### config.mk
export PLATFORM = sky130hd
export DESIGN_NAME = file_type_sniffer_flat
export DESIGN_NICKNAME = d
export VERILOG_FILES = /design/src/hdl/fts_pkg.sv /design/src/hdl/fts_if.sv /design/src/hdl/fts_scan.sv /design/src/hdl/fts_classify.sv /design/src/hdl/file_type_sniffer.sv /design/src/flat_wrapper.sv
export VERILOG_INCLUDE_DIRS = /design/src /design/src/hdl
export SDC_FILE = /design/constraint.sdc
export NUM_CORES = 2
export LEC_CHECK = 0
export BUFFER_PORTS_ARGS = -buffer_cell sky130_fd_sc_hd__buf_4
export CORE_AREA = 10 10 293 295
export DETAILED_ROUTE_END_ITERATION = 8
export DIE_AREA = 0 0 303 305
export PLACE_DENSITY_LB_ADDON = 0.08
export SLEW_MARGIN = 5
export SYNTH_ARGS = -nofsm -noshare
export SYNTH_HDL_FRONTEND = slang
export SYNTH_SLANG_ARGS = --single-unit
### constraint.sdc
create_clock -name clk -period 22.1 [get_ports clk]
set_input_delay 2.21 -clock clk [delete_from_list [all_inputs] [get_ports clk]]
set_output_delay 2.21 -clock clk [all_outputs]
set_load 0.005 [all_outputs]
### src/hdl/file_type_sniffer_defines.svh
// Assertion macros for the file type sniffer.
// Used by the top level; relies on clk and rst_n being in scope.
`ifndef FILE_TYPE_SNIFFER_DEFINES_SVH
`define FILE_TYPE_SNIFFER_DEFINES_SVH
`ifndef SYNTHESIS
`define FTS_ASSERT(lbl, prop) \
    lbl: assert property (@(posedge clk) disable iff (!rst_n) (prop)) \
        else $error("file_type_sniffer assertion failed");
`define FTS_ASSERT_NEXT(lbl, cond, prop) \
    lbl: assert property (@(posedge clk) disable iff (!rst_n) (cond) |=> (prop)) \
        else $error("file_type_sniffer assertion failed");
`else
`define FTS_ASSERT(lbl, prop)
`define FTS_ASSERT_NEXT(lbl, cond, prop)
`endif
`endif

### src/hdl/fts_pkg.sv
// Types, codes, signatures and the byte classifier of the file type sniffer.
// No dependencies.
package fts_pkg;

    typedef logic [4:0] ftype_t;

    localparam ftype_t FT_UNKNOWN = 5'd0;
    localparam ftype_t FT_PNG     = 5'd1;
    localparam ftype_t FT_ARCHIVE = 5'd2;
    localparam ftype_t FT_GIF     = 5'd3;
    localparam ftype_t FT_QIF     = 5'd4;
    localparam ftype_t FT_PDF     = 5'd5;
    localparam ftype_t FT_OFFICE  = 5'd6;
    localparam ftype_t FT_ELF     = 5'd7;
    localparam ftype_t FT_JPEG    = 5'd8;
    localparam ftype_t FT_EXIF    = 5'd9;
    localparam ftype_t FT_PS      = 5'd10;
    localparam ftype_t FT_ZIP     = 5'd11;
    localparam ftype_t FT_SHELL   = 5'd12;
    localparam ftype_t FT_MZ      = 5'd13;
    localparam ftype_t FT_ZM      = 5'd14;
    localparam ftype_t FT_TEXT    = 5'd15;
    localparam ftype_t FT_CSV     = 5'd16;
    localparam ftype_t FT_OFX     = 5'd17;

    typedef enum logic [2:0] {
        CL_NOPRINT = 3'd0,
        CL_ALPHA   = 3'd1,
        CL_NUMBER  = 3'd2,
        CL_PUNCT   = 3'd3,
        CL_OTHER   = 3'd4
    } char_class_t;

    localparam int NCLASS = 5;
    localparam int HDR_LEN = 10;
    localparam int WIN_LEN = 16;

    // Header signatures, byte at offset zero in the low bits.
    localparam logic [63:0] SIG_PNG    = 64'h0a1a0a0d474e5089;
    localparam logic [55:0] SIG_ARCH   = 56'h3e686372613c21;
    localparam logic [47:0] SIG_GIF89  = 48'h613938464947;
    localparam logic [47:0] SIG_GIF87  = 48'h613738464947;
    localparam logic [47:0] SIG_QIF    = 48'h3a6570795421;
    localparam logic [31:0] SIG_PDF    = 32'h46445025;
    localparam logic [31:0] SIG_OFFICE = 32'he011cfd0;
    localparam logic [31:0] SIG_ELF    = 32'h464c457f;
    localparam logic [23:0] SIG_JPEG   = 24'hffd8ff;
    localparam logic [15:0] SIG_PS     = 16'h2125;
    localparam logic [15:0] SIG_ZIP    = 16'h4b50;
    localparam logic [15:0] SIG_SHELL  = 16'h2123;
    localparam logic [15:0] SIG_MZ     = 16'h5a4d;
    localparam logic [15:0] SIG_ZM     = 16'h4d5a;
    localparam logic [31:0] SIG_EXIF   = 32'h66697845;

    // Window patterns, newest byte in the low bits.
    localparam logic [111:0] PAT_XML  = "<?xml version=";
    localparam logic [127:0] PAT_OFX1 = "<?OFX OFXHEADER=";
    localparam logic [79:0]  PAT_OFX2 = "OFXHEADER:";

    typedef struct packed {
        logic [8*HDR_LEN-1:0] hdr;
        logic                 csv_comma;
        logic                 ofx_found;
        logic                 png_found;
        logic [15:0]          png_w;
        logic [15:0]          png_h;
        logic                 jpeg_found;
        logic [15:0]          jpeg_w;
        logic [15:0]          jpeg_h;
    } snap_t;

    function automatic char_class_t char_class(input logic [7:0] b);
        char_class_t c;
        if (b inside {8'h09, 8'h0a, 8'h0d}) c = CL_ALPHA;
        else if (b < 8'h20 || b > 8'h7f) c = CL_NOPRINT;
        else if (b inside {[8'h41:8'h5a], [8'h61:8'h7a], 8'h20}) c = CL_ALPHA;
        else if (b inside {[8'h30:8'h39], 8'h2d}) c = CL_NUMBER;
        else if (b inside {8'h2e, 8'h2c, 8'h3b, 8'h3a, 8'h3c, 8'h3e, 8'h2f,
                           8'h5b, 8'h5d, 8'h22, 8'h24, 8'h23, 8'h3f, 8'h3d})
            c = CL_PUNCT;
        else c = CL_OTHER;
        return c;
    endfunction

endpackage

### src/hdl/fts_if.sv
// Valid/ready channels of the file type sniffer: input bytes and results.
// Depends on fts_pkg.
interface fts_byte_if;
    logic       valid;
    logic       ready;
    logic [7:0] data_byte;
    logic       last_byte;
    modport source (output valid, data_byte, last_byte, input ready);
    modport sink (input valid, data_byte, last_byte, output ready);
endinterface

interface fts_result_if;
    logic            valid;
    logic            ready;
    fts_pkg::ftype_t file_type;
    logic            executable;
    logic [15:0]     image_width;
    logic [15:0]     image_height;
    logic [31:0]     image_area;
    modport source (output valid, file_type, executable, image_width, image_height,
                    image_area, input ready);
    modport sink (input valid, file_type, executable, image_width, image_height,
                  image_area, output ready);
endinterface

### src/hdl/fts_scan.sv
// Input register and per-buffer scan state: header, window, counts and flags.
// Depends on fts_pkg and fts_if.
module fts_scan #(
    parameter int MAX_BYTES = 16384,
    parameter int CW = $clog2(MAX_BYTES + 1)
) (
    input  logic           clk,
    input  logic           rst_n,
    fts_byte_if.sink       bytes,
    input  logic           finish_ok,
    output logic           done,
    output fts_pkg::snap_t snap,
    output logic [CW-1:0]  n,
    output logic [CW-1:0]  cnt [fts_pkg::NCLASS]
);
    localparam logic [CW-1:0] MAXC = CW'(MAX_BYTES);

    logic                        a_valid_reg;
    logic [7:0]                  a_byte_reg;
    logic                        a_last_reg;
    logic                        a_fire;
    logic [8*fts_pkg::HDR_LEN-1:0] hdr_reg, hdr_next;
    logic [8*fts_pkg::WIN_LEN-1:0] win_reg, win_next;
    logic [CW-1:0]               pos_reg, pos_next;
    logic [CW-1:0]               cnt_reg [fts_pkg::NCLASS];
    logic [CW-1:0]               cnt_next [fts_pkg::NCLASS];
    logic                        quoted_reg, quoted_next;
    logic                        ended_reg, ended_next;
    logic                        comma_reg, comma_next;
    logic                        found_reg, found_next;
    logic                        nul_reg, nul_next;
    logic                        png_f_reg, png_f_next, jpg_f_reg, jpg_f_next;
    logic [15:0]                 png_w_reg, png_w_next, png_h_reg, png_h_next;
    logic [15:0]                 jpg_w_reg, jpg_w_next, jpg_h_reg, jpg_h_next;
    logic                        absorb;
    logic                        pat_hit;
    logic [7:0]                  b;
    fts_pkg::char_class_t        cls;

    assign a_fire = a_valid_reg && (!a_last_reg || finish_ok);
    assign bytes.ready = !a_valid_reg || a_fire;
    assign done = a_fire && a_last_reg;
    assign b = a_byte_reg;
    assign cls = fts_pkg::char_class(b);

    always_ff @(posedge clk or negedge rst_n)
    begin
        if (!rst_n)
        begin
            a_valid_reg <= 1'b0;
        end
        else if (bytes.ready)
        begin
            a_valid_reg <= bytes.valid;
        end
    end

    always_ff @(posedge clk)
    begin
        if (bytes.ready && bytes.valid)
        begin
            a_byte_reg <= bytes.data_byte;
            a_last_reg <= bytes.last_byte;
        end
    end

    always_comb
    begin
        absorb = pos_reg < MAXC;
        hdr_next = hdr_reg;
        win_next = win_reg;
        pos_next = pos_reg;
        cnt_next = cnt_reg;
        quoted_next = quoted_reg;
        ended_next = ended_reg;
        comma_next = comma_reg;
        found_next = found_reg;
        nul_next = nul_reg;
        png_f_next = png_f_reg;
        png_w_next = png_w_reg;
        png_h_next = png_h_reg;
        jpg_f_next = jpg_f_reg;
        jpg_w_next = jpg_w_reg;
        jpg_h_next = jpg_h_reg;
        pat_hit = 1'b0;
        if (absorb)
        begin
            for (int i = 0; i < fts_pkg::HDR_LEN; i++)
            begin
                if (pos_reg == CW'(i))
                begin
                    hdr_next[8*i +: 8] = b;
                end
            end
            win_next = {win_reg[8*fts_pkg::WIN_LEN-9:0], b};
            pos_next = pos_reg + 1'b1;
            cnt_next[cls] = cnt_reg[cls] + 1'b1;
            if (!ended_reg)
            begin
                if (b == 8'h22)
                begin
                    quoted_next = !quoted_reg;
                end
                else if (b == 8'h2c && !quoted_reg)
                begin
                    comma_next = 1'b1;
                end
                else if (b == 8'h0a || b == 8'h0d)
                begin
                    ended_next = 1'b1;
                end
            end
            pat_hit = (pos_next >= CW'(14) && win_next[111:0] == fts_pkg::PAT_XML)
                   || (pos_next >= CW'(16) && win_next[127:0] == fts_pkg::PAT_OFX1)
                   || (pos_next >= CW'(10) && win_next[79:0] == fts_pkg::PAT_OFX2);
            if (b == 8'h00)
            begin
                nul_next = 1'b1;
            end
            else if (!nul_reg && !found_reg && pat_hit)
            begin
                found_next = 1'b1;
            end
            if (!png_f_reg && pos_reg >= CW'(11) && win_next[95:64] == 32'h49484452)
            begin
                png_f_next = 1'b1;
                png_w_next = win_next[47:32];
                png_h_next = win_next[15:0];
            end
            if (!jpg_f_reg && pos_reg >= CW'(9) && win_next[79:64] == 16'hffc0)
            begin
                jpg_f_next = 1'b1;
                jpg_h_next = win_next[39:24];
                jpg_w_next = win_next[23:8];
            end
        end
    end

    always_ff @(posedge clk or negedge rst_n)
    begin
        if (!rst_n)
        begin
            hdr_reg <= '0;
            win_reg <= '0;
            pos_reg <= '0;
            for (int i = 0; i < fts_pkg::NCLASS; i++) cnt_reg[i] <= '0;
            quoted_reg <= 1'b0;
            ended_reg <= 1'b0;
            comma_reg <= 1'b0;
            found_reg <= 1'b0;
            nul_reg <= 1'b0;
            png_f_reg <= 1'b0;
            png_w_reg <= '0;
            png_h_reg <= '0;
            jpg_f_reg <= 1'b0;
            jpg_w_reg <= '0;
            jpg_h_reg <= '0;
        end
        else if (done)
        begin
            hdr_reg <= '0;
            win_reg <= '0;
            pos_reg <= '0;
            for (int i = 0; i < fts_pkg::NCLASS; i++) cnt_reg[i] <= '0;
            quoted_reg <= 1'b0;
            ended_reg <= 1'b0;
            comma_reg <= 1'b0;
            found_reg <= 1'b0;
            nul_reg <= 1'b0;
            png_f_reg <= 1'b0;
            png_w_reg <= '0;
            png_h_reg <= '0;
            jpg_f_reg <= 1'b0;
            jpg_w_reg <= '0;
            jpg_h_reg <= '0;
        end
        else if (a_fire)
        begin
            hdr_reg <= hdr_next;
            win_reg <= win_next;
            pos_reg <= pos_next;
            cnt_reg <= cnt_next;
            quoted_reg <= quoted_next;
            ended_reg <= ended_next;
            comma_reg <= comma_next;
            found_reg <= found_next;
            nul_reg <= nul_next;
            png_f_reg <= png_f_next;
            png_w_reg <= png_w_next;
            png_h_reg <= png_h_next;
            jpg_f_reg <= jpg_f_next;
            jpg_w_reg <= jpg_w_next;
            jpg_h_reg <= jpg_h_next;
        end
    end

    always_comb
    begin
        snap.hdr = hdr_next;
        snap.csv_comma = comma_next;
        snap.ofx_found = found_next;
        snap.png_found = png_f_next;
        snap.png_w = png_w_next;
        snap.png_h = png_h_next;
        snap.jpeg_found = jpg_f_next;
        snap.jpeg_w = jpg_w_next;
        snap.jpeg_h = jpg_h_next;
    end

    assign n = pos_next;
    assign cnt = cnt_next;

endmodule

### src/hdl/fts_classify.sv
// Classification of a finished buffer into the registered result stage.
// Depends on fts_pkg.
module fts_classify #(
    parameter int MAX_BYTES = 16384,
    parameter int CW = $clog2(MAX_BYTES + 1)
) (
    input  logic            clk,
    input  logic            rst_n,
    input  logic            load,
    input  logic            take,
    output logic            can_load,
    input  fts_pkg::snap_t  snap,
    input  logic [CW-1:0]   n,
    input  logic [CW-1:0]   cnt [fts_pkg::NCLASS],
    output logic            b_valid,
    output fts_pkg::ftype_t b_type,
    output logic            b_exec,
    output logic [15:0]     b_w,
    output logic [15:0]     b_h
);
    logic            valid_reg;
    fts_pkg::ftype_t type_reg, type_next;
    logic            exec_reg, exec_next;
    logic [15:0]     w_reg, w_next, h_reg, h_next;
    logic [79:0]     hd;
    logic            text;
    logic [CW+4:0]   np20;
    logic [CW+3:0]   nu10;
    logic [CW+5:0]   ot50;
    logic [CW+1:0]   apn;

    assign can_load = !valid_reg || take;
    assign hd = snap.hdr;

    always_comb
    begin
        np20 = (CW+5)'(cnt[fts_pkg::CL_NOPRINT]) * (CW+5)'(20);
        nu10 = (CW+4)'(cnt[fts_pkg::CL_NUMBER]) * (CW+4)'(10);
        ot50 = (CW+6)'(cnt[fts_pkg::CL_OTHER]) * (CW+6)'(50);
        apn = (CW+2)'(cnt[fts_pkg::CL_ALPHA]) + (CW+2)'(cnt[fts_pkg::CL_NUMBER])
            + (CW+2)'(cnt[fts_pkg::CL_PUNCT]);
        text = !(np20 > (CW+5)'(n)) && !(nu10 > (CW+4)'(cnt[fts_pkg::CL_ALPHA]))
            && !(ot50 > (CW+6)'(apn));
        w_next = '0;
        h_next = '0;
        if (n >= CW'(8) && hd[63:0] == fts_pkg::SIG_PNG)
        begin
            type_next = fts_pkg::FT_PNG;
            if (snap.png_found)
            begin
                w_next = snap.png_w;
                h_next = snap.png_h;
            end
        end
        else if (n >= CW'(7) && hd[55:0] == fts_pkg::SIG_ARCH)
            type_next = fts_pkg::FT_ARCHIVE;
        else if (n >= CW'(6) && (hd[47:0] == fts_pkg::SIG_GIF89
                 || hd[47:0] == fts_pkg::SIG_GIF87))
        begin
            type_next = fts_pkg::FT_GIF;
            w_next = hd[63:48];
            h_next = hd[79:64];
        end
        else if (n >= CW'(6) && hd[47:0] == fts_pkg::SIG_QIF)
            type_next = fts_pkg::FT_QIF;
        else if (n >= CW'(4) && hd[31:0] == fts_pkg::SIG_PDF)
            type_next = fts_pkg::FT_PDF;
        else if (n >= CW'(4) && hd[31:0] == fts_pkg::SIG_OFFICE)
            type_next = fts_pkg::FT_OFFICE;
        else if (n >= CW'(4) && hd[31:0] == fts_pkg::SIG_ELF)
            type_next = fts_pkg::FT_ELF;
        else if (n >= CW'(3) && hd[23:0] == fts_pkg::SIG_JPEG)
        begin
            if (n >= CW'(10) && hd[79:48] == fts_pkg::SIG_EXIF)
                type_next = fts_pkg::FT_EXIF;
            else
            begin
                type_next = fts_pkg::FT_JPEG;
                if (snap.jpeg_found)
                begin
                    w_next = snap.jpeg_w;
                    h_next = snap.jpeg_h;
                end
            end
        end
        else if (n >= CW'(2) && hd[15:0] == fts_pkg::SIG_PS)
            type_next = fts_pkg::FT_PS;
        else if (n >= CW'(2) && hd[15:0] == fts_pkg::SIG_ZIP)
            type_next = fts_pkg::FT_ZIP;
        else if (n >= CW'(2) && hd[15:0] == fts_pkg::SIG_SHELL)
            type_next = fts_pkg::FT_SHELL;
        else if (n >= CW'(2) && hd[15:0] == fts_pkg::SIG_MZ)
            type_next = fts_pkg::FT_MZ;
        else if (n >= CW'(2) && hd[15:0] == fts_pkg::SIG_ZM)
            type_next = fts_pkg::FT_ZM;
        else if (text)
            type_next = fts_pkg::FT_TEXT;
        else if (snap.csv_comma)
            type_next = fts_pkg::FT_CSV;
        else if (snap.ofx_found)
            type_next = fts_pkg::FT_OFX;
        else
            type_next = fts_pkg::FT_UNKNOWN;
        exec_next = type_next == fts_pkg::FT_ELF || type_next == fts_pkg::FT_SHELL
                 || type_next == fts_pkg::FT_MZ || type_next == fts_pkg::FT_ZM;
    end

    always_ff @(posedge clk or negedge rst_n)
    begin
        if (!rst_n)
        begin
            valid_reg <= 1'b0;
        end
        else if (can_load)
        begin
            valid_reg <= load;
        end
    end

    always_ff @(posedge clk)
    begin
        if (can_load && load)
        begin
            type_reg <= type_next;
            exec_reg <= exec_next;
            w_reg <= w_next;
            h_reg <= h_next;
        end
    end

    assign b_valid = valid_reg;
    assign b_type = type_reg;
    assign b_exec = exec_reg;
    assign b_w = w_reg;
    assign b_h = h_reg;

endmodule

### src/hdl/file_type_sniffer.sv
// Top level of the file type sniffer: scan, classify and output stages.
// Depends on fts_pkg, fts_if, fts_scan, fts_classify and the defines header.
//
//   channel  direction  payload
//   bytes    in         data_byte, last_byte
//   result   out        file_type, executable, image_width, image_height, image_area
//
// One byte is taken every cycle unless a final byte in the input register waits for
// the classification register; the scan state updates from the registered byte. Once
// its final byte is accepted, a result is offered after the scan of the input register
// loads the classification register, which then loads the area multiply register.
// Reset clears all buffer state at once. A stalled result holds the output
// register; bytes keep flowing until a further final byte finds the
// classification register full as well.
`include "file_type_sniffer_defines.svh"
module file_type_sniffer #(
    parameter int MAX_BYTES = 16384
) (
    input logic          clk,
    input logic          rst_n,
    fts_byte_if.sink     bytes,
    fts_result_if.source result
);
    localparam int CW = $clog2(MAX_BYTES + 1);

    logic            done, can_load, c_en;
    fts_pkg::snap_t  snap;
    logic [CW-1:0]   n;
    logic [CW-1:0]   cnt [fts_pkg::NCLASS];
    logic            b_valid, b_exec;
    fts_pkg::ftype_t b_type;
    logic [15:0]     b_w, b_h;
    logic            c_valid_reg;
    fts_pkg::ftype_t c_type_reg;
    logic            c_exec_reg;
    logic [15:0]     c_w_reg, c_h_reg;
    logic [31:0]     c_area_reg;

    fts_scan #(.MAX_BYTES(MAX_BYTES), .CW(CW)) u_scan (
        .clk(clk), .rst_n(rst_n), .bytes(bytes), .finish_ok(can_load), .done(done),
        .snap(snap), .n(n), .cnt(cnt)
    );

    fts_classify #(.MAX_BYTES(MAX_BYTES), .CW(CW)) u_classify (
        .clk(clk), .rst_n(rst_n), .load(done), .take(c_en), .can_load(can_load),
        .snap(snap), .n(n), .cnt(cnt), .b_valid(b_valid), .b_type(b_type),
        .b_exec(b_exec), .b_w(b_w), .b_h(b_h)
    );

    assign c_en = !c_valid_reg || result.ready;

    always_ff @(posedge clk or negedge rst_n)
    begin
        if (!rst_n)
        begin
            c_valid_reg <= 1'b0;
        end
        else if (c_en)
        begin
            c_valid_reg <= b_valid;
        end
    end

    always_ff @(posedge clk)
    begin
        if (c_en && b_valid)
        begin
            c_type_reg <= b_type;
            c_exec_reg <= b_exec;
            c_w_reg <= b_w;
            c_h_reg <= b_h;
            c_area_reg <= 32'(b_w) * 32'(b_h);
        end
    end

    assign result.valid = c_valid_reg;
    assign result.file_type = c_type_reg;
    assign result.executable = c_exec_reg;
    assign result.image_width = c_w_reg;
    assign result.image_height = c_h_reg;
    assign result.image_area = c_area_reg;

    `FTS_ASSERT_NEXT(a_area_product, b_valid && c_en, c_valid_reg && c_area_reg == 32'($past(b_w)) * 32'($past(b_h)))
    `FTS_ASSERT(a_dims_only_images, b_valid && b_type != fts_pkg::FT_PNG && b_type != fts_pkg::FT_GIF && b_type != fts_pkg::FT_JPEG |-> b_w == 16'd0 && b_h == 16'd0)
    `FTS_ASSERT_NEXT(a_done_loads, done, b_valid)

endmodule

### src/flat_wrapper.sv
// flat-port wrapper written by rule: the top's interface ports become plain ports
module file_type_sniffer_flat 
#(
    parameter int MAX_BYTES = 16384
)
  (clk, rst_n, bytes_valid, bytes_data_byte, bytes_last_byte, bytes_ready, result_valid, result_file_type, result_executable, result_image_width, result_image_height, result_image_area, result_ready);
  fts_byte_if bytes_i ();
  fts_result_if result_i ();
  input logic clk;
  input logic rst_n;
  input wire logic [$bits(bytes_i.valid)-1:0] bytes_valid;
  input wire logic [$bits(bytes_i.data_byte)-1:0] bytes_data_byte;
  input wire logic [$bits(bytes_i.last_byte)-1:0] bytes_last_byte;
  output wire logic [$bits(bytes_i.ready)-1:0] bytes_ready;
  output wire logic [$bits(result_i.valid)-1:0] result_valid;
  output wire logic [$bits(result_i.file_type)-1:0] result_file_type;
  output wire logic [$bits(result_i.executable)-1:0] result_executable;
  output wire logic [$bits(result_i.image_width)-1:0] result_image_width;
  output wire logic [$bits(result_i.image_height)-1:0] result_image_height;
  output wire logic [$bits(result_i.image_area)-1:0] result_image_area;
  input wire logic [$bits(result_i.ready)-1:0] result_ready;
  assign bytes_i.valid = bytes_valid;
  assign bytes_i.data_byte = bytes_data_byte;
  assign bytes_i.last_byte = bytes_last_byte;
  assign bytes_ready = bytes_i.ready;
  assign result_valid = result_i.valid;
  assign result_file_type = result_i.file_type;
  assign result_executable = result_i.executable;
  assign result_image_width = result_i.image_width;
  assign result_image_height = result_i.image_height;
  assign result_image_area = result_i.image_area;
  assign result_i.ready = result_ready;
  file_type_sniffer #(.MAX_BYTES(MAX_BYTES)) u_core (.clk(clk), .rst_n(rst_n), .bytes(bytes_i), .result(result_i));
endmodule
[After elaboration in Yosys (flattened, before gate mapping)]
Index checks and enable logic that the tools add are counted.
Storage, ports and cells
  flip-flop bits (word level): 481
  input bits: 13
  output and inout port bits: 72
  word-level logic and storage cells: 316
Cells by class
  $add $sub $neg: 4
  $mul: 4
  order comparisons: 26
  eq/ne operators: 53
  mux-type cells: 123
  bitwise gates (word level): 1
  reductions and logical operators: 72
Operator list (count)
  $mux W16: 38
  $mux W120: 3
  $mux W80: 3
  $mux W75: 3
  $eq A128 B126 Y1 const B: 1
  $eq A32 B31 Y1 const B: 4
  $eq A112 B110 Y1 const B: 1
  $eq A8 B6 Y1 const B: 14
  $eq A48 B47 Y1 const B: 2
  $ge A15 B4 Y1 const B: 6
  $mux W15: 6
  $eq A80 B79 Y1 const B: 1
  $mux W5: 16
  $mux W8: 10
  $bwmux W75: 1
  $eq A64 B60 Y1 const B: 1
  $eq A15 B3 Y1 const B: 4
  $eq A56 B54 Y1 const B: 1
  $eq A16 B15 Y1 const B: 3
  $eq A48 B46 Y1 const B: 1
  $bmux W15 S3: 1
  $demux W15 S3: 1
  $ge A15 B3 Y1 const B: 3
  $mul A15 B3 Y18 const B: 2
  other kinds (45): 157

[Depth between registers and ports, before layout]
  word-level depth: 37
  depth in mapped cells: 50
  gate-level depth less buffers: 47

[Modules after synthesis]
From an unflattened synthesis, not the netlist that was laid out.
Second synthesis, totals
  cell total of the unflattened synthesis: 3757
  area, all modules: 37385.9 um2
By module, submodules not included
  fts_scan: instances 1, cells each 1659, area each 18188.7 um2, sequential area each 9328.9 um2
  file_type_sniffer: instances 1, cells each 1069, area each 10736.5 um2, sequential area each 2127.0 um2
  fts_classify: instances 1, cells each 1029, area each 8460.6 um2, sequential area each 1166.1 um2

[Least setup slack after synthesis]
OpenSTA, ideal clock, no wires.
  path type: register -> register
  start: reg u_core.u_scan.a_byte_reg[2]
  end: reg u_core.u_classify.exec_reg, in the netlist u_core.u_classify.b_exec, data pin
  library setup time: 0.141 ns
  arrival: 8.363 ns
  data required time: 21.959 ns
  path slack: 13.596 ns
  stages on the path, launching flop included: 48
  buffers on the path: 2
  path through: edfxtp_1 > buf_2 > a21oi_2 > o21ai_1 > o211ai_2 > nand4b_1 > buf_2 > o22ai_1 > a211oi_2 > ha_1 > nor2b_1 > nand2_1 > xnor2_1 > nor2_1 > a21oi_1 > inv_1 > fa_1 > ha_1 > [12 not listed] > o21bai_1 > a21oi_1 > xor2_1 > ha_1 > a21o_1 > a21oi_1 > o21ai_0 > a22oi_1 > o211ai_1 > nor3_1 > nand3_1 > or4b_1 > a311o_1 > a21oi_2 > nor3_1 > or3_1 > a21o_1 > a21oi_2
Between the ends
  cells in the longest elaborated chain, start to end: 37
  elaborated cells on any way between the ends: 148
Ends and longest elaborated chain
  start, declared: RTL line fts_scan.sv:19  | logic [7:0] a_byte_reg;
  start signal, assigned: RTL line fts_scan.sv:62  | a_byte_reg <= bytes.data_byte;
  $ge A8 B6 Y1, or another cell as far along: RTL line fts_pkg.sv:77  | else if (b inside {[8'h30:8'h39], 8'h2d}) c = CL_NUMBER;
  $logic_and A1 B1 Y1 / $reduce_bool A14 Y1 (equally long branches): RTL line fts_pkg.sv:77, fts_pkg.sv:78
  $reduce_bool A2 Y1 / $mux W3 (equally long branches): RTL line fts_pkg.sv:77, fts_pkg.sv:78
  $mux W3: RTL line fts_pkg.sv:77
  $mux W3: RTL line fts_pkg.sv:76  | else if (b inside {[8'h41:8'h5a], [8'h61:8'h7a], 8'h20}) c = CL_ALPHA;
  $mux W3: RTL line fts_pkg.sv:75  | else if (b < 8'h20 || b > 8'h7f) c = CL_NOPRINT;
  $mux W3: RTL line fts_pkg.sv:74  | if (b inside {8'h09, 8'h0a, 8'h0d}) c = CL_ALPHA;
  $not A3 Y4 (implied by the code): RTL line fts_scan.sv:97  | cnt_next[cls] = cnt_reg[cls] + 1'b1;
  [22 not listed]
  $mux W5: RTL line fts_classify.sv:57  | else if (n >= CW'(6) && (hd[47:0] == fts_pkg::SIG_GIF89
  $mux W5: RTL line fts_classify.sv:55  | else if (n >= CW'(7) && hd[55:0] == fts_pkg::SIG_ARCH)
  $mux W5 (*): RTL line fts_classify.sv:46  | if (n >= CW'(8) && hd[63:0] == fts_pkg::SIG_PNG)
  $eq A5 B3 Y1 / $eq A5 B4 Y1 (equally long branches): RTL line fts_classify.sv:104  | exec_next = type_next == fts_pkg::FT_ELF || type_next == fts_pkg::FT_SHELL
  $logic_or A1 B1 Y1: RTL line fts_classify.sv:104
  $logic_or A1 B1 Y1: RTL line fts_classify.sv:105  | || type_next == fts_pkg::FT_MZ || type_next == fts_pkg::FT_ZM;
  $logic_or A1 B1 Y1 (*): RTL line fts_classify.sv:105
  named net u_core.u_classify.exec_next: RTL line fts_classify.sv:23  | logic exec_reg, exec_next;
  end signal, assigned: RTL line fts_classify.sv:125  | exec_reg <= exec_next;
  end, declared: RTL line fts_classify.sv:23
Mark *: on every way through the listed nets, which the timed path passes. The rest lies on a longest branch. The select of a mux whose other input is x is not followed.
A chain may end at the register's enable or synchronous reset.

[Worst setup path after layout]
Same ends and word-level chain as after synthesis.

==> key figures <==
Status
  – Status: finished clean

Drt
  – DR pass1 iterations: 6
  – Routed vias/inst: 5.89
  – Remaining DRCs: 0
  – WL per Instance: around 23 µm
  – Vias: about 30000
  – Routed Antenna Nets: 0
  – Detailed Route WL: roughly 120000 µm
  – Iteration-0 DRC count of the detailed router: between 2000 and 3000

Placed design
  – Cell Area, Placed: a little under 40000 µm²
  – Pre-CTS setup slack: approximately 12000 ps
  – # port buffers: 84
  – Gpl congestion: about 0.94
  – Cells after DPL: 5017
  – Final HPWL DP: around 84000 µm

Critical path
  – FF-to-FF Start: u_core.u_scan.a_byte_reg[2]
  – Peak per-stage delay on the critical path: ~540 ps
  – Setup CP Type: reg2reg
  – CP dominant cell by count: a21oi_1
  – CP top delay family: compound AO/OA/AOI/OAI gates
  – Reg2reg setup slack: approximately 12000 ps
  – Critical path capture point type: flip-flop
  – Buf/Inv on CP: 3
  – Max stage delay cell, worst path: nand4b_1
  – Arrival time worst endpoint: 10930 ps
  – RR Endpoint: u_core.u_classify.b_exec
  – Worst path required time: 22610 ps
  – R2R depth: 46
  – Startpoint class of the critical path: flip-flop
  – Maximum fanout along the worst path: 30

Die
  – I/O pins: 85
  – Rows: 104
  – Die H: 305 µm
  – Die Width: a little over 300 µm
  – Core Box Area: about 80000 µm²
  – Area of the die: around 92000 µm²
  – Starting Density: 46.6%

STA
  – Worst-margin pin slew: roughly 1100 ps
  – Max-slew violations: 0
  – FMAX: about 0.096 GHz
  – Unrepaired setup endpoints after global routing: no
  – Slew HR: around a quarter
  – Crit path time final: between 10000 and 15000 ps
  – Worst hold margin: roughly 420 ps
  – Final hold viol count: 0
  – Final setup viols: 0
  – Setup ws final: between 10000 and 15000 ps
  – Clock Skew: ~33 ps
  – Final worst-path cycle share: 47.2%
  – Setup tns final: 0 ps

Cells and area
  – Ant. Diodes: 0
  – Layout cells sized above 1: a little over 8%
  – NumNets Final: 4519
  – Post-route cell area: 40900 µm²
  – Max reg flops: 120
  – Synthesis-to-layout area growth: 9.76%
  – Post-Layout Cell Count: between 5000 and 6000

Hold path
  – Hold Startpoint: u_core.u_classify.b_type[0]
  – Type of the worst min-delay path: reg2reg
  – Hold Crit Depth: 0
  – Hold endpoint: u_core.result.file_type[0]

GRT
  – First-pass GRT wire length: between 150000 and 200000 µm
  – Initial antenna violation count: 1
  – Largest net degree at the start of global routing: between 100 and 150
  – GR Overflow Total: 0
  – Gr usage total: 25.3%
  – Vias in the first global route: roughly 30000

Power
  – Switching Fraction: 39.8%
  – Switching pwr: about 0.0017 W
  – Power Density: 103 nW/µm²
  – Clock power frac: between 20% and 30%
  – Leak Pwr: around 19 nW
  – P_int: between 0.002 and 0.003 W
  – Gate power share: about 50%
  – Reg power frac: 27.4%
  – Peak ir drop on the vdd network: approximately 0.00011 V

Synthesis
  – Register area share after synthesis: 33.9%
  – Post-synth EDFFs: 117
  – Synth Instances: between 4000 and 5000
  – Post-synth ARST share: about three quarters
  – Yosys synthesis warning count: 0
  – Main synth FF type: dfrtp_1
  – Syn Area/Cell: about 9 µm²
  – Number of synthesized register bits: between 400 and 500
  – Syn nets: about 4500
  – Post-Syn Area: approximately 37000 µm²
  – Unique masters post-synth: 97

Clocking
  – Resized cells post-CTS: 0
  – Clock transition at the registers of the reported paths: roughly 70 ps
  – Cts hold-fix bufs: 0
  – Setup Buffers After CTS: 0
  – CTS root buffer: clkbuf_16
  – Clock sinks: around 480
  – H-tree Lvls: 2
  – Cts bufs inserted: 58
  – CTS max path bufs: 3
  – Clk_lat worst skew: 660 ps
  – CTS tree: built

Flow run
  – Max_cap viols: 0
==> metrics by stage <==
step / util, % / total power, W
2_1_floorplan: - / 0.00268
3_3_place_gp: 48.7 / 0.00325
3_5_place_dp: 48.7 / 0.00325
4_1_cts: 51.2 / 0.00427
5_1_grt: 51.2 / 0.00459
6_report: 51.2 / 0.00422
==> cell families (layout without fill, tap and decap cells) <==
logic type / after synthesis / in the layout / share of synthesized area [%]
flops: 481 / 481 / 33.9
buf+inv: 559 / 593 / 5.80
fa+ha+maj: 489 / 489 / 20.9
compound gates: 999 / 999 / 17.4
xor+xnor: 101 / 101 / 2.39
simple gates: 1325 / 1325 / 17.5
mux: 76 / 76 / 2.13
==> power groups by stage <==
stage | Sequential, W | Clock [W] | Combinational, W
2_1_floorplan | 0.00114 | 0 | 0.00154
3_3_place_gp | 0.00117 | 0 | 0.00208
3_5_place_dp | 0.00117 | 0 | 0.00208
4_1_cts | 0.00115 | 0.00102 | 0.00210
5_1_grt | 0.00117 | 0.00105 | 0.00237
6_report | 0.00116 | 0.000996 | 0.00207
==> area by class of cell <==
class | count | area [µm²]
Clock inverter | 28 | 339
Timing Repair Buffer | 153 | 1170
Fill cell | 7507 | 39000
Inverter | 333 | 1250
Tap cell | 1060 | 1330
Sequential cell | 481 | 12600
Multi-Input combinational cell | 2990 | 22600
Clock buffer | 79 | 1630
==> cells in the mapped netlist (all sizes together), types with 59 or more instances <==
| master | instances | area share [%] |
|---|---|---|
| nand2 | 566 | 5.7 |
| dfrtp | 364 | 24 |
| inv | 333 | 3.4 |
| o21ai | 302 | 4.1 |
| ha | 268 | 9.0 |
| a21oi | 238 | 3.2 |
| fa | 221 | 12 |
| clkbuf | 194 | 2.0 |
| nor2 | 187 | 1.9 |
| a22o | 152 | 3.6 |
| and2 | 136 | 2.3 |
| edfxtp | 117 | 9.4 |
| xnor2 | 72 | 1.7 |
| nor2b | 65 | 1.1 |
| nor3 | 62 | 0.88 |
| nand3 | 59 | 0.81 |
==> cell usage in the layout (no fill, tap or decap), types with 15 or more instances in the layout <==
master	n
nor2_1	183
and2_1	135
nand4_1	43
nand3b_1	15
nor2b_1	63
inv_1	331
fa_1	221
a22o_1	152
dfrtp_1	364
buf_4	151
nand4b_1	17
nand2_1	562
nand3_1	58
o21a_1	17
a21o_1	32
nor3_1	60
o21ai_0	291
mux2i_1	53
clkbuf_16	59
a22oi_1	47
nor4_1	40
and3_1	15
xor2_1	28
nand2b_1	35
xnor2_1	72
mux2_2	22
a31oi_1	28
o221ai_1	34
a21oi_1	233
a211oi_1	16
o21bai_1	15
ha_1	268
edfxtp_1	117
o22ai_1	20
==> worst max path at each step <==
stage          cells past startpoint                  endpoint                        start
6_report                          46  u_core.u_classify.b_exec  u_core.u_scan.a_byte_reg[2]
5_1_grt                           46  u_core.u_classify.b_exec  u_core.u_scan.a_byte_reg[2]
4_1_cts                           46  u_core.u_classify.b_exec  u_core.u_scan.a_byte_reg[2]
3_5_place_dp                      46  u_core.u_classify.b_exec  u_core.u_scan.a_byte_reg[2]
3_3_place_gp                      46  u_core.u_classify.b_exec  u_core.u_scan.a_byte_reg[2]
2_1_floorplan                     47  u_core.u_classify.b_exec  u_core.u_scan.a_byte_reg[2]
==> per-layer routing <==
layer | track usage (%) | vias up | share of wire, %
li1 | - | 14056 | -
met1 | 34.5 | 14980 | 44
met2 | 40.3 | 960 | 47
met3 | 3.34 | 206 | 5.5
met4 | 9.43 | 0 | 4.0
met5 | 0 | - | 0
No activity file was read; power rests on OpenSTA's default activity.
